**src/design/hsvrgb_pkg.sv**
```systemverilog
package hsvrgb_pkg;

   localparam logic [15:0] HUE_FULL   = 16'd23040;
   localparam logic [15:0] HUE_FULL_2 = 16'd46080;

   localparam logic [14:0] HUE_EDGE_1 = 15'd3840;
   localparam logic [14:0] HUE_EDGE_2 = 15'd7680;
   localparam logic [14:0] HUE_EDGE_3 = 15'd11520;
   localparam logic [14:0] HUE_EDGE_4 = 15'd15360;
   localparam logic [14:0] HUE_EDGE_5 = 15'd19200;
   localparam logic [14:0] HUE_EDGE_6 = 15'd23040;

   localparam logic [8:0] Q8_ONE = 9'd256;

   // floor(y / 15) = (y * 4370) >> 16 for y below 4681
   localparam logic [12:0] DIV15_RECIP = 13'd4370;

   typedef enum logic [2:0] {
      SECT_0,
      SECT_1,
      SECT_2,
      SECT_3,
      SECT_4,
      SECT_5
   } sector_type;

   typedef struct packed {
      logic       valid;
      sector_type sector;
   } pix_ctl_type;

endpackage

```
**src/design/hsvrgb_prep.sv**
```systemverilog
module hsvrgb_prep (
   input  logic                     clock,
   input  logic                     reset,
   input  logic                     advance,
   input  logic                     in_valid,
   input  logic [15:0]              hue,
   input  logic [8:0]               saturation,
   input  logic [8:0]               brightness,
   output hsvrgb_pkg::pix_ctl_type  ctl_out,
   output logic [11:0]              frac_out,
   output logic [8:0]               sat_out,
   output logic [15:0]              vm_out,
   output logic [23:0]              span_out
);
   import hsvrgb_pkg::*;

   // stage 1: hue reduction, clamps, value times 255
   logic        valid1_ff;
   logic [14:0] hue1_ff, hue1_in;
   logic [8:0]  sat1_ff, sat1_in;
   logic [15:0] vm1_ff, vm1_in;
   logic [8:0]  bri_cl;

   // stage 2: sector, fraction, value times one less saturation (the min span)
   logic        valid2_ff;
   sector_type  sector2_ff, sector2_in;
   logic [11:0] frac2_ff, frac2_in;
   logic [8:0]  sat2_ff;
   logic [15:0] vm2_ff;
   logic [23:0] span2_ff, span2_in;
   logic [14:0] frac_wide;
   logic [8:0]  sat_inv;
   logic [24:0] span_prod;

   always_comb begin
      if (hue >= HUE_FULL_2) begin
         hue1_in = 15'(hue - HUE_FULL_2);
      end else if (hue >= HUE_FULL) begin
         hue1_in = 15'(hue - HUE_FULL);
      end else begin
         hue1_in = hue[14:0];
      end
      sat1_in = (saturation > Q8_ONE) ? Q8_ONE : saturation;
      bri_cl  = (brightness > Q8_ONE) ? Q8_ONE : brightness;
      vm1_in  = 16'({bri_cl, 8'd0} - {8'd0, bri_cl});
   end

   always_ff @(posedge clock) begin
      if (reset) begin
         valid1_ff <= 1'b0;
         valid2_ff <= 1'b0;
      end else if (advance) begin
         valid1_ff <= in_valid;
         valid2_ff <= valid1_ff;
      end
   end

   always_comb begin
      priority if (hue1_ff <= HUE_EDGE_1) begin
         sector2_in = SECT_0;
         frac_wide  = hue1_ff;
      end else if (hue1_ff <= HUE_EDGE_2) begin
         sector2_in = SECT_1;
         frac_wide  = HUE_EDGE_2 - hue1_ff;
      end else if (hue1_ff <= HUE_EDGE_3) begin
         sector2_in = SECT_2;
         frac_wide  = hue1_ff - HUE_EDGE_2;
      end else if (hue1_ff <= HUE_EDGE_4) begin
         sector2_in = SECT_3;
         frac_wide  = HUE_EDGE_4 - hue1_ff;
      end else if (hue1_ff <= HUE_EDGE_5) begin
         sector2_in = SECT_4;
         frac_wide  = hue1_ff - HUE_EDGE_4;
      end else begin
         sector2_in = SECT_5;
         frac_wide  = HUE_EDGE_6 - hue1_ff;
      end
      frac2_in  = frac_wide[11:0];
      sat_inv   = Q8_ONE - sat1_ff;
      span_prod = 25'(vm1_ff) * 25'(sat_inv);
      span2_in  = span_prod[23:0];
   end

   always_ff @(posedge clock) begin
      if (advance) begin
         hue1_ff    <= hue1_in;
         sat1_ff    <= sat1_in;
         vm1_ff     <= vm1_in;
         sector2_ff <= sector2_in;
         frac2_ff   <= frac2_in;
         sat2_ff    <= sat1_ff;
         vm2_ff     <= vm1_ff;
         span2_ff   <= span2_in;
      end
   end

   assign ctl_out.valid  = valid2_ff;
   assign ctl_out.sector = sector2_ff;
   assign frac_out       = frac2_ff;
   assign sat_out        = sat2_ff;
   assign vm_out         = vm2_ff;
   assign span_out       = span2_ff;

endmodule

```
**src/design/hsvrgb_mid.sv**
```systemverilog
module hsvrgb_mid (
   input  logic                     clock,
   input  logic                     reset,
   input  logic                     advance,
   input  hsvrgb_pkg::pix_ctl_type  ctl_in,
   input  logic [11:0]              frac_in,
   input  logic [8:0]               sat_in,
   input  logic [15:0]              vm_in,
   input  logic [23:0]              span_in,
   output hsvrgb_pkg::pix_ctl_type  ctl_out,
   output logic [11:0]              quot_out,
   output logic [7:0]               max_out,
   output logic [7:0]               min_out
);
   import hsvrgb_pkg::*;

   // stage 3: fraction times saturation
   logic        valid3_ff;
   sector_type  sector3_ff;
   logic [19:0] fs3_ff, fs3_in;
   logic [20:0] fs_prod;
   logic [15:0] vm3_ff;
   logic [23:0] span3_ff;
   logic [7:0]  max3_ff, min3_ff;

   // stage 4: the two numerator terms
   logic        valid4_ff;
   sector_type  sector4_ff;
   logic [35:0] term4_ff, term4_in;
   logic [35:0] base4_ff, base4_in;
   logic [7:0]  max4_ff, min4_ff;

   // stage 5: sum, scaled down by 2^24
   logic        valid5_ff;
   sector_type  sector5_ff;
   logic [11:0] quot5_ff;
   logic [35:0] num_sum;
   logic [7:0]  max5_ff, min5_ff;

   always_comb begin
      fs_prod  = 21'(frac_in) * 21'(sat_in);
      fs3_in   = fs_prod[19:0];
      term4_in = 36'(fs3_ff) * 36'(vm3_ff);
      base4_in = ({12'd0, span3_ff} << 12) - ({12'd0, span3_ff} << 8);
      num_sum  = term4_ff + base4_ff;
   end

   always_ff @(posedge clock) begin
      if (reset) begin
         valid3_ff <= 1'b0;
         valid4_ff <= 1'b0;
         valid5_ff <= 1'b0;
      end else if (advance) begin
         valid3_ff <= ctl_in.valid;
         valid4_ff <= valid3_ff;
         valid5_ff <= valid4_ff;
      end
   end

   always_ff @(posedge clock) begin
      if (advance) begin
         sector3_ff <= ctl_in.sector;
         fs3_ff     <= fs3_in;
         vm3_ff     <= vm_in;
         span3_ff   <= span_in;
         max3_ff    <= vm_in[15:8];
         min3_ff    <= span_in[23:16];
         sector4_ff <= sector3_ff;
         term4_ff   <= term4_in;
         base4_ff   <= base4_in;
         max4_ff    <= max3_ff;
         min4_ff    <= min3_ff;
         sector5_ff <= sector4_ff;
         quot5_ff   <= num_sum[35:24];
         max5_ff    <= max4_ff;
         min5_ff    <= min4_ff;
      end
   end

   assign ctl_out.valid  = valid5_ff;
   assign ctl_out.sector = sector5_ff;
   assign quot_out       = quot5_ff;
   assign max_out        = max5_ff;
   assign min_out        = min5_ff;

endmodule

```
**src/design/hsvrgb_out.sv**
```systemverilog
module hsvrgb_out (
   input  logic                     clock,
   input  logic                     reset,
   input  logic                     advance,
   input  hsvrgb_pkg::pix_ctl_type  ctl_in,
   input  logic [11:0]              quot_in,
   input  logic [7:0]               max_in,
   input  logic [7:0]               min_in,
   output logic                     out_valid,
   output logic [7:0]               red,
   output logic [7:0]               green,
   output logic [7:0]               blue
);
   import hsvrgb_pkg::*;

   logic        valid6_ff;
   logic [7:0]  red_ff, red_in;
   logic [7:0]  green_ff, green_in;
   logic [7:0]  blue_ff, blue_in;
   logic [24:0] recip_prod;
   logic [7:0]  mid;

   always_comb begin
      // divide by 15 finishes the divide by 3840
      recip_prod = 25'(quot_in) * 25'(DIV15_RECIP);
      mid        = recip_prod[23:16];
      unique case (ctl_in.sector)
         SECT_0: begin
            red_in = max_in; green_in = mid;    blue_in = min_in;
         end
         SECT_1: begin
            red_in = mid;    green_in = max_in; blue_in = min_in;
         end
         SECT_2: begin
            red_in = min_in; green_in = max_in; blue_in = mid;
         end
         SECT_3: begin
            red_in = min_in; green_in = mid;    blue_in = max_in;
         end
         SECT_4: begin
            red_in = mid;    green_in = min_in; blue_in = max_in;
         end
         SECT_5: begin
            red_in = max_in; green_in = min_in; blue_in = mid;
         end
         default: begin
            red_in = max_in; green_in = min_in; blue_in = mid;
         end
      endcase
   end

   always_ff @(posedge clock) begin
      if (reset) begin
         valid6_ff <= 1'b0;
      end else if (advance) begin
         valid6_ff <= ctl_in.valid;
      end
   end

   always_ff @(posedge clock) begin
      if (advance) begin
         red_ff   <= red_in;
         green_ff <= green_in;
         blue_ff  <= blue_in;
      end
   end

   assign out_valid = valid6_ff;
   assign red       = red_ff;
   assign green     = green_ff;
   assign blue      = blue_ff;

endmodule

```
**src/design/hsv_to_rgb_converter_top.sv**
```systemverilog
// HSV to RGB converter. Takes hue in 1/64 degree (reduced modulo 360 degrees),
// saturation and value in Q8 (256 is 1.0, larger values clamp to 256) and
// returns 8-bit red, green and blue, each the exact value truncated toward zero.
// One word is accepted per clock while req_stall is low. Its result passes
// through the six-stage pipeline, whose first stage registers the input and
// which holds the multiplier chain for the middle channel. rsp_stall freezes the
// whole pipeline while a result is waiting; req_stall is high only then.
module hsv_to_rgb_converter_top (
   input  logic        clock,
   input  logic        reset,
   input  logic        req_valid,
   output logic        req_stall,
   input  logic [15:0] req_hue,
   input  logic [8:0]  req_saturation,
   input  logic [8:0]  req_brightness,
   output logic        rsp_valid,
   input  logic        rsp_stall,
   output logic [7:0]  rsp_red,
   output logic [7:0]  rsp_green,
   output logic [7:0]  rsp_blue
);
   import hsvrgb_pkg::*;

   logic        advance;
   pix_ctl_type ctl_prep;
   pix_ctl_type ctl_mid;
   logic [11:0] frac;
   logic [8:0]  sat;
   logic [15:0] vm;
   logic [23:0] span;
   logic [11:0] quot;
   logic [7:0]  max_chan;
   logic [7:0]  min_chan;

   assign advance   = !(rsp_valid && rsp_stall);
   assign req_stall = !advance;

   hsvrgb_prep u_prep (
      .clock      (clock),
      .reset      (reset),
      .advance    (advance),
      .in_valid   (req_valid),
      .hue        (req_hue),
      .saturation (req_saturation),
      .brightness (req_brightness),
      .ctl_out    (ctl_prep),
      .frac_out   (frac),
      .sat_out    (sat),
      .vm_out     (vm),
      .span_out   (span)
   );

   hsvrgb_mid u_mid (
      .clock    (clock),
      .reset    (reset),
      .advance  (advance),
      .ctl_in   (ctl_prep),
      .frac_in  (frac),
      .sat_in   (sat),
      .vm_in    (vm),
      .span_in  (span),
      .ctl_out  (ctl_mid),
      .quot_out (quot),
      .max_out  (max_chan),
      .min_out  (min_chan)
   );

   hsvrgb_out u_out (
      .clock     (clock),
      .reset     (reset),
      .advance   (advance),
      .ctl_in    (ctl_mid),
      .quot_in   (quot),
      .max_in    (max_chan),
      .min_in    (min_chan),
      .out_valid (rsp_valid),
      .red       (rsp_red),
      .green     (rsp_green),
      .blue      (rsp_blue)
   );

endmodule

```
**config.mk**
```make
export PLATFORM = sky130hd
export DESIGN_NAME = hsv_to_rgb_converter_top
export DESIGN_NICKNAME = d
export VERILOG_FILES = /design/src/design/hsvrgb_pkg.sv /design/src/design/hsvrgb_prep.sv /design/src/design/hsvrgb_mid.sv /design/src/design/hsvrgb_out.sv /design/src/design/hsv_to_rgb_converter_top.sv
export SDC_FILE = /design/constraint.sdc
export NUM_CORES = 2
export LEC_CHECK = 0
export ABC_AREA = 1
export CAP_MARGIN = 10
export CORE_ASPECT_RATIO = 1.5
export CORE_MARGIN = 3
export CORE_UTILIZATION = 46
export DETAILED_ROUTE_END_ITERATION = 12
export DONT_BUFFER_PORTS = 1
export GPL_TIMING_DRIVEN = 0
export PLACE_DENSITY = 0.63
export SYNTH_ARGS = -nofsm -noshare
export SYNTH_HDL_FRONTEND = slang
export SYNTH_SLANG_ARGS = --single-unit
export TNS_END_PERCENT = 100
```
**constraint.sdc**
```tcl
create_clock -name clock -period 10.9 [get_ports clock]
set_input_delay 2.18 -clock clock [delete_from_list [all_inputs] [get_ports clock]]
set_output_delay 2.18 -clock clock [all_outputs]
set_load 0.05 [all_outputs]
```
==> flow_metrics.env <==
export IMPL_synth_top_family_by_area="adder cells"
export IMPL_first_global_vias=27000
export IMPL_floorplan_die_width_um=229
export IMPL_hold_violations_final=0
export IMPL_std_cell_rows=122
export IMPL_nFillCells=7100
export IMPL_synth_seq_area_share=0.262
export IMPL_reg2reg_depth=22
export IMPL_cp_max_fo=10
export IMPL_residual_drc_count=0
export IMPL_synth_avg_cell_area_um2=8.51
export IMPL_globalRouteMet2Util=0.425
export IMPL_final_min_clock_period_ns=6.98
export IMPL_seqCellArea_mm2=0.00904
export IMPL_worst_setup_start_kind="register"
export IMPL_crit_path_top_delay_cell="sky130_fd_sc_hd__clkbuf_1"
export IMPL_met1_demand_to_capacity_share_in_global_routing=0.240
export IMPL_finalNonFillerCells=5092
export IMPL_worst_slew_pin_transition_ns=0.868
export IMPL_muxShareOfSynthArea=0
export IMPL_cts_reportedPaths_clkPinSlew_ns=0.06
export IMPL_cts_repair_resize_count=0
export IMPL_netlist_instances=4047
export IMPL_cts_root_buf="sky130_fd_sc_hd__clkbuf_16"
export IMPL_maximum_count_of_clock_buffers_along_a_single_path=3
export IMPL_hold_path_class="reg -> reg"
export IMPL_critical_path_max_stage_delay_ns=0.64
export IMPL_grt_pass1_wl_mm=139
export IMPL_synth_compound_gate_area_share=0.0597
export IMPL_detail_route_antenna_nets=0
export IMPL_synth_seq_cells=303
export IMPL_antenna_found_initial=0
export IMPL_grt_remaining_overflow=0
export IMPL_cts_hold_repair_buffers=0
export IMPL_period_share=0.640
export IMPL_port_bufs=0
export IMPL_finish_net_count=4851
export IMPL_cts_post_setup_buffers_inserted=0
export IMPL_yosys_warnings=0
export IMPL_number_of_placed_cells_counting_well_taps=5041
export IMPL_worstSetupPathType="reg -> reg"
export IMPL_crit_path_end_kind="register"
export IMPL_post_synth_xor_area_fraction=0.0272
export IMPL_htreeDepth=1
export IMPL_required_ns=11.22
export IMPL_worst_ep_arrival_time_ns=7.30
export IMPL_timing_hold_worst_path_depth=0
export IMPL_post_synth_fa_ha_maj_area_fraction=0.359
export IMPL_design_die_area_mm2=0.0783
export IMPL_result_of_the_run="finished clean"
export IMPL_cts_tree="yes"
export IMPL_layout_drive_gt1_share=0.0237
export IMPL_slew_viol_final=0
export IMPL_routed_wire_length_per_instance_um=17.0
export IMPL_cts_sinks=303
export IMPL_multi_input_combinational_cell_area_mm2=0.0215
export IMPL_pnr_worst_setup_slack_ns=3.92
export IMPL_top_level_ports=64
export IMPL_largest_net_degree_at_the_start_of_global_routing=123
export IMPL_synth_edf_count=297
export IMPL_die_span_y_um=341
export IMPL_ys_top_cells_by_count="sky130_fd_sc_hd__nand2_1, sky130_fd_sc_hd__inv_1, sky130_fd_sc_hd__fa_1, sky130_fd_sc_hd__ha_1, sky130_fd_sc_hd__edfxtp_1"
export IMPL_wl_mm=86.5
export IMPL_worst_case_clock_skew_ns=0.0115
export IMPL_area_fraction_in_and_or_nand_and_nor_cells_after_synthesis=0.178
export IMPL_relSlewSlack=0.421
export IMPL_drv_max_cap_violation_count=0
export IMPL_synth_most_common_cell="sky130_fd_sc_hd__nand2_1"
export IMPL_setup_violations=0
export IMPL_floorplan_initialDensity=0.465
export IMPL_coreArea_mm2=0.0740
export IMPL_postSynth_topFlopCell="sky130_fd_sc_hd__edfxtp_1"
export IMPL_post_drt_via_cell_ratio=5.11
export IMPL_grt_setup_unrepaired="no"
export IMPL_finalHoldWorstSlack_ns=0.412
export IMPL_setup_slack_placement_ns=3.99
export IMPL_synthDominantCellAreaShare=0.259
export IMPL_areaGrowthSynthToFinish_pct=6.68
export IMPL_numCtsBuffers=29
export IMPL_global_route_usage_met3=0.0219
export IMPL_first_pass_iters=7
export IMPL_cell_area_after_synthesis_mm2=0.0344
export IMPL_via_count=26000
export IMPL_fmaxAchievable_mhz=143
export IMPL_num_antenna_cells=0
export IMPL_drt_iter0_markers=1369
export IMPL_synthDistinctLibCells=53
export IMPL_crit_path_cell_trace="clkbuf_1, clkbuf_1, nand2_1, fa_1, inv_1, fa_1, fa_1, fa_1, fa_1, inv_1, fa_1, inv_1, ha_1, a21o_1, a21boi_0, o21ai_0, inv_1, nor2_1, nor2_1, nand2_1, nand2_1, nand2_1"
export IMPL_crit_path_frequent_cell="sky130_fd_sc_hd__fa_1"
export IMPL_worst_skew_pair_latency_ns=0.59
export IMPL_post_dp_hpwl_mm=72.5
export IMPL_ys_async_sr_fraction=0
export IMPL_synth_top_cell_by_area="sky130_fd_sc_hd__edfxtp_1"
export IMPL_mappedNetlistNets=4818
export IMPL_global_route_usage_over_all_layers=0.223
export IMPL_place_gp_congestion=0.942
export IMPL_gr_peak_layer="met2"
export IMPL_synth_top_cells_by_area="sky130_fd_sc_hd__edfxtp_1, sky130_fd_sc_hd__fa_1, sky130_fd_sc_hd__ha_1"
-- logic make-up after synthesis --
logic type	Yosys count
DFF	303
and+or+nand+nor	1510
xor gates and xnor gates	105
adders and majority gates	733
AOI/OAI and AO/OA	353
buffers and inverters	1043
-- worst paths after layout --
check | from | to | slack, ns
worst min-delay path | u_prep.span_out[22]$_DFFE_PN_ | u_mid.min3_ff[6]$_DFFE_PN_ | 0.41
worst min register to register | u_prep.span_out[22]$_DFFE_PN_ | u_mid.min3_ff[6]$_DFFE_PN_ | 0.41
worst max-delay path | u_mid.fs3_ff[11]$_DFFE_PN_ | u_mid.term4_ff[34]$_DFFE_PN_ | 3.92
worst max register to register | u_mid.fs3_ff[11]$_DFFE_PN_ | u_mid.term4_ff[34]$_DFFE_PN_ | 3.92
-- registers in the layout, summed over array words and instances, names as in the netlist, 12 cells and up --
signal	flops
u_mid.span3_ff	16
u_mid.term4_ff	28
u_mid.quot_out	12
u_prep.vm1_ff	16
u_mid.fs3_ff	20
u_prep.vm_out	16
u_prep.hue1_ff	15
u_prep.span_out	24
u_mid.base4_ff	28
u_prep.frac_out	12
-- worst max-delay path, delay by kind of cell, from the launching register on --
| kind | cells | cell delay, ns |
|---|---|---|
| fa+ha+maj | 7 | 3.58 |
| buf+inv | 6 | 1.43 |
| simple gates | 6 | 0.57 |
| compound gates | 3 | 0.80 |
| flops | 1 | 0.32 |
-- layout make-up --
class,instances,area share
Buffer,108,0.0115
Clock buffer,30,0.0199
Clock inverter,21,0.00702
Inverter,935,0.0957
Timing Repair Buffer,2,0.00150
Multi-Input combinational cell,2701,0.585
Sequential cell,303,0.246
Tap cell,992,0.0338
-- layer usage --
layer | part of all wire | vias up
met5 | 0 | -
met4 | 0.065 | 0
met3 | 0.039 | 262
met2 | 0.53 | 676
li1 | - | 12500
met1 | 0.36 | 12600
-- stage by stage --
| stage | setup TNS [ns] | utilization | area [um2] |
|---|---|---|---|
| after global routing | 0 | 0.496 | 36700 |
| after floorplan | 0 | - | 34400 |
| after global placement | -0.367 | 0.482 | 35700 |
| after CTS | 0 | 0.496 | 36700 |
| after detailed placement | 0 | 0.483 | 35800 |
| final | 0 | 0.496 | 36700 |
-- cells in the final DEF, fill, tap and decap left out, drive strengths merged --
cell type,synthesis,layout
nor3b,4,4
fa,424,424
inv,935,936
a31oi,11,11
o22ai,2,2
clkinv,0,13
nand3b,7,7
and2,4,4
a21oi,149,149
edfxtp,297,297
o21a,7,7
nand2,1026,1026
nor2,257,257
dfxtp,6,6
a21o,25,25
o31ai,3,3
o21ai,98,98
o311ai,1,1
o2111ai,1,1
nand4,24,24
o21bai,20,20
ha,309,309
nand3,143,143
or2,2,2
xnor2,33,33
a22oi,8,8
clkbuf,95,125
nor4,9,9
a211oi,3,3
and3,1,1
clkinvlp,0,2
a221oi,3,3
a21boi,9,9
buf,13,15
bufinv,0,5
o211ai,13,13
nor3,33,33
xor2,72,72
Power is left out: the tool's default activity adds up to more than one toggle a clock period on the data nets, which glitch-free logic cannot reach.
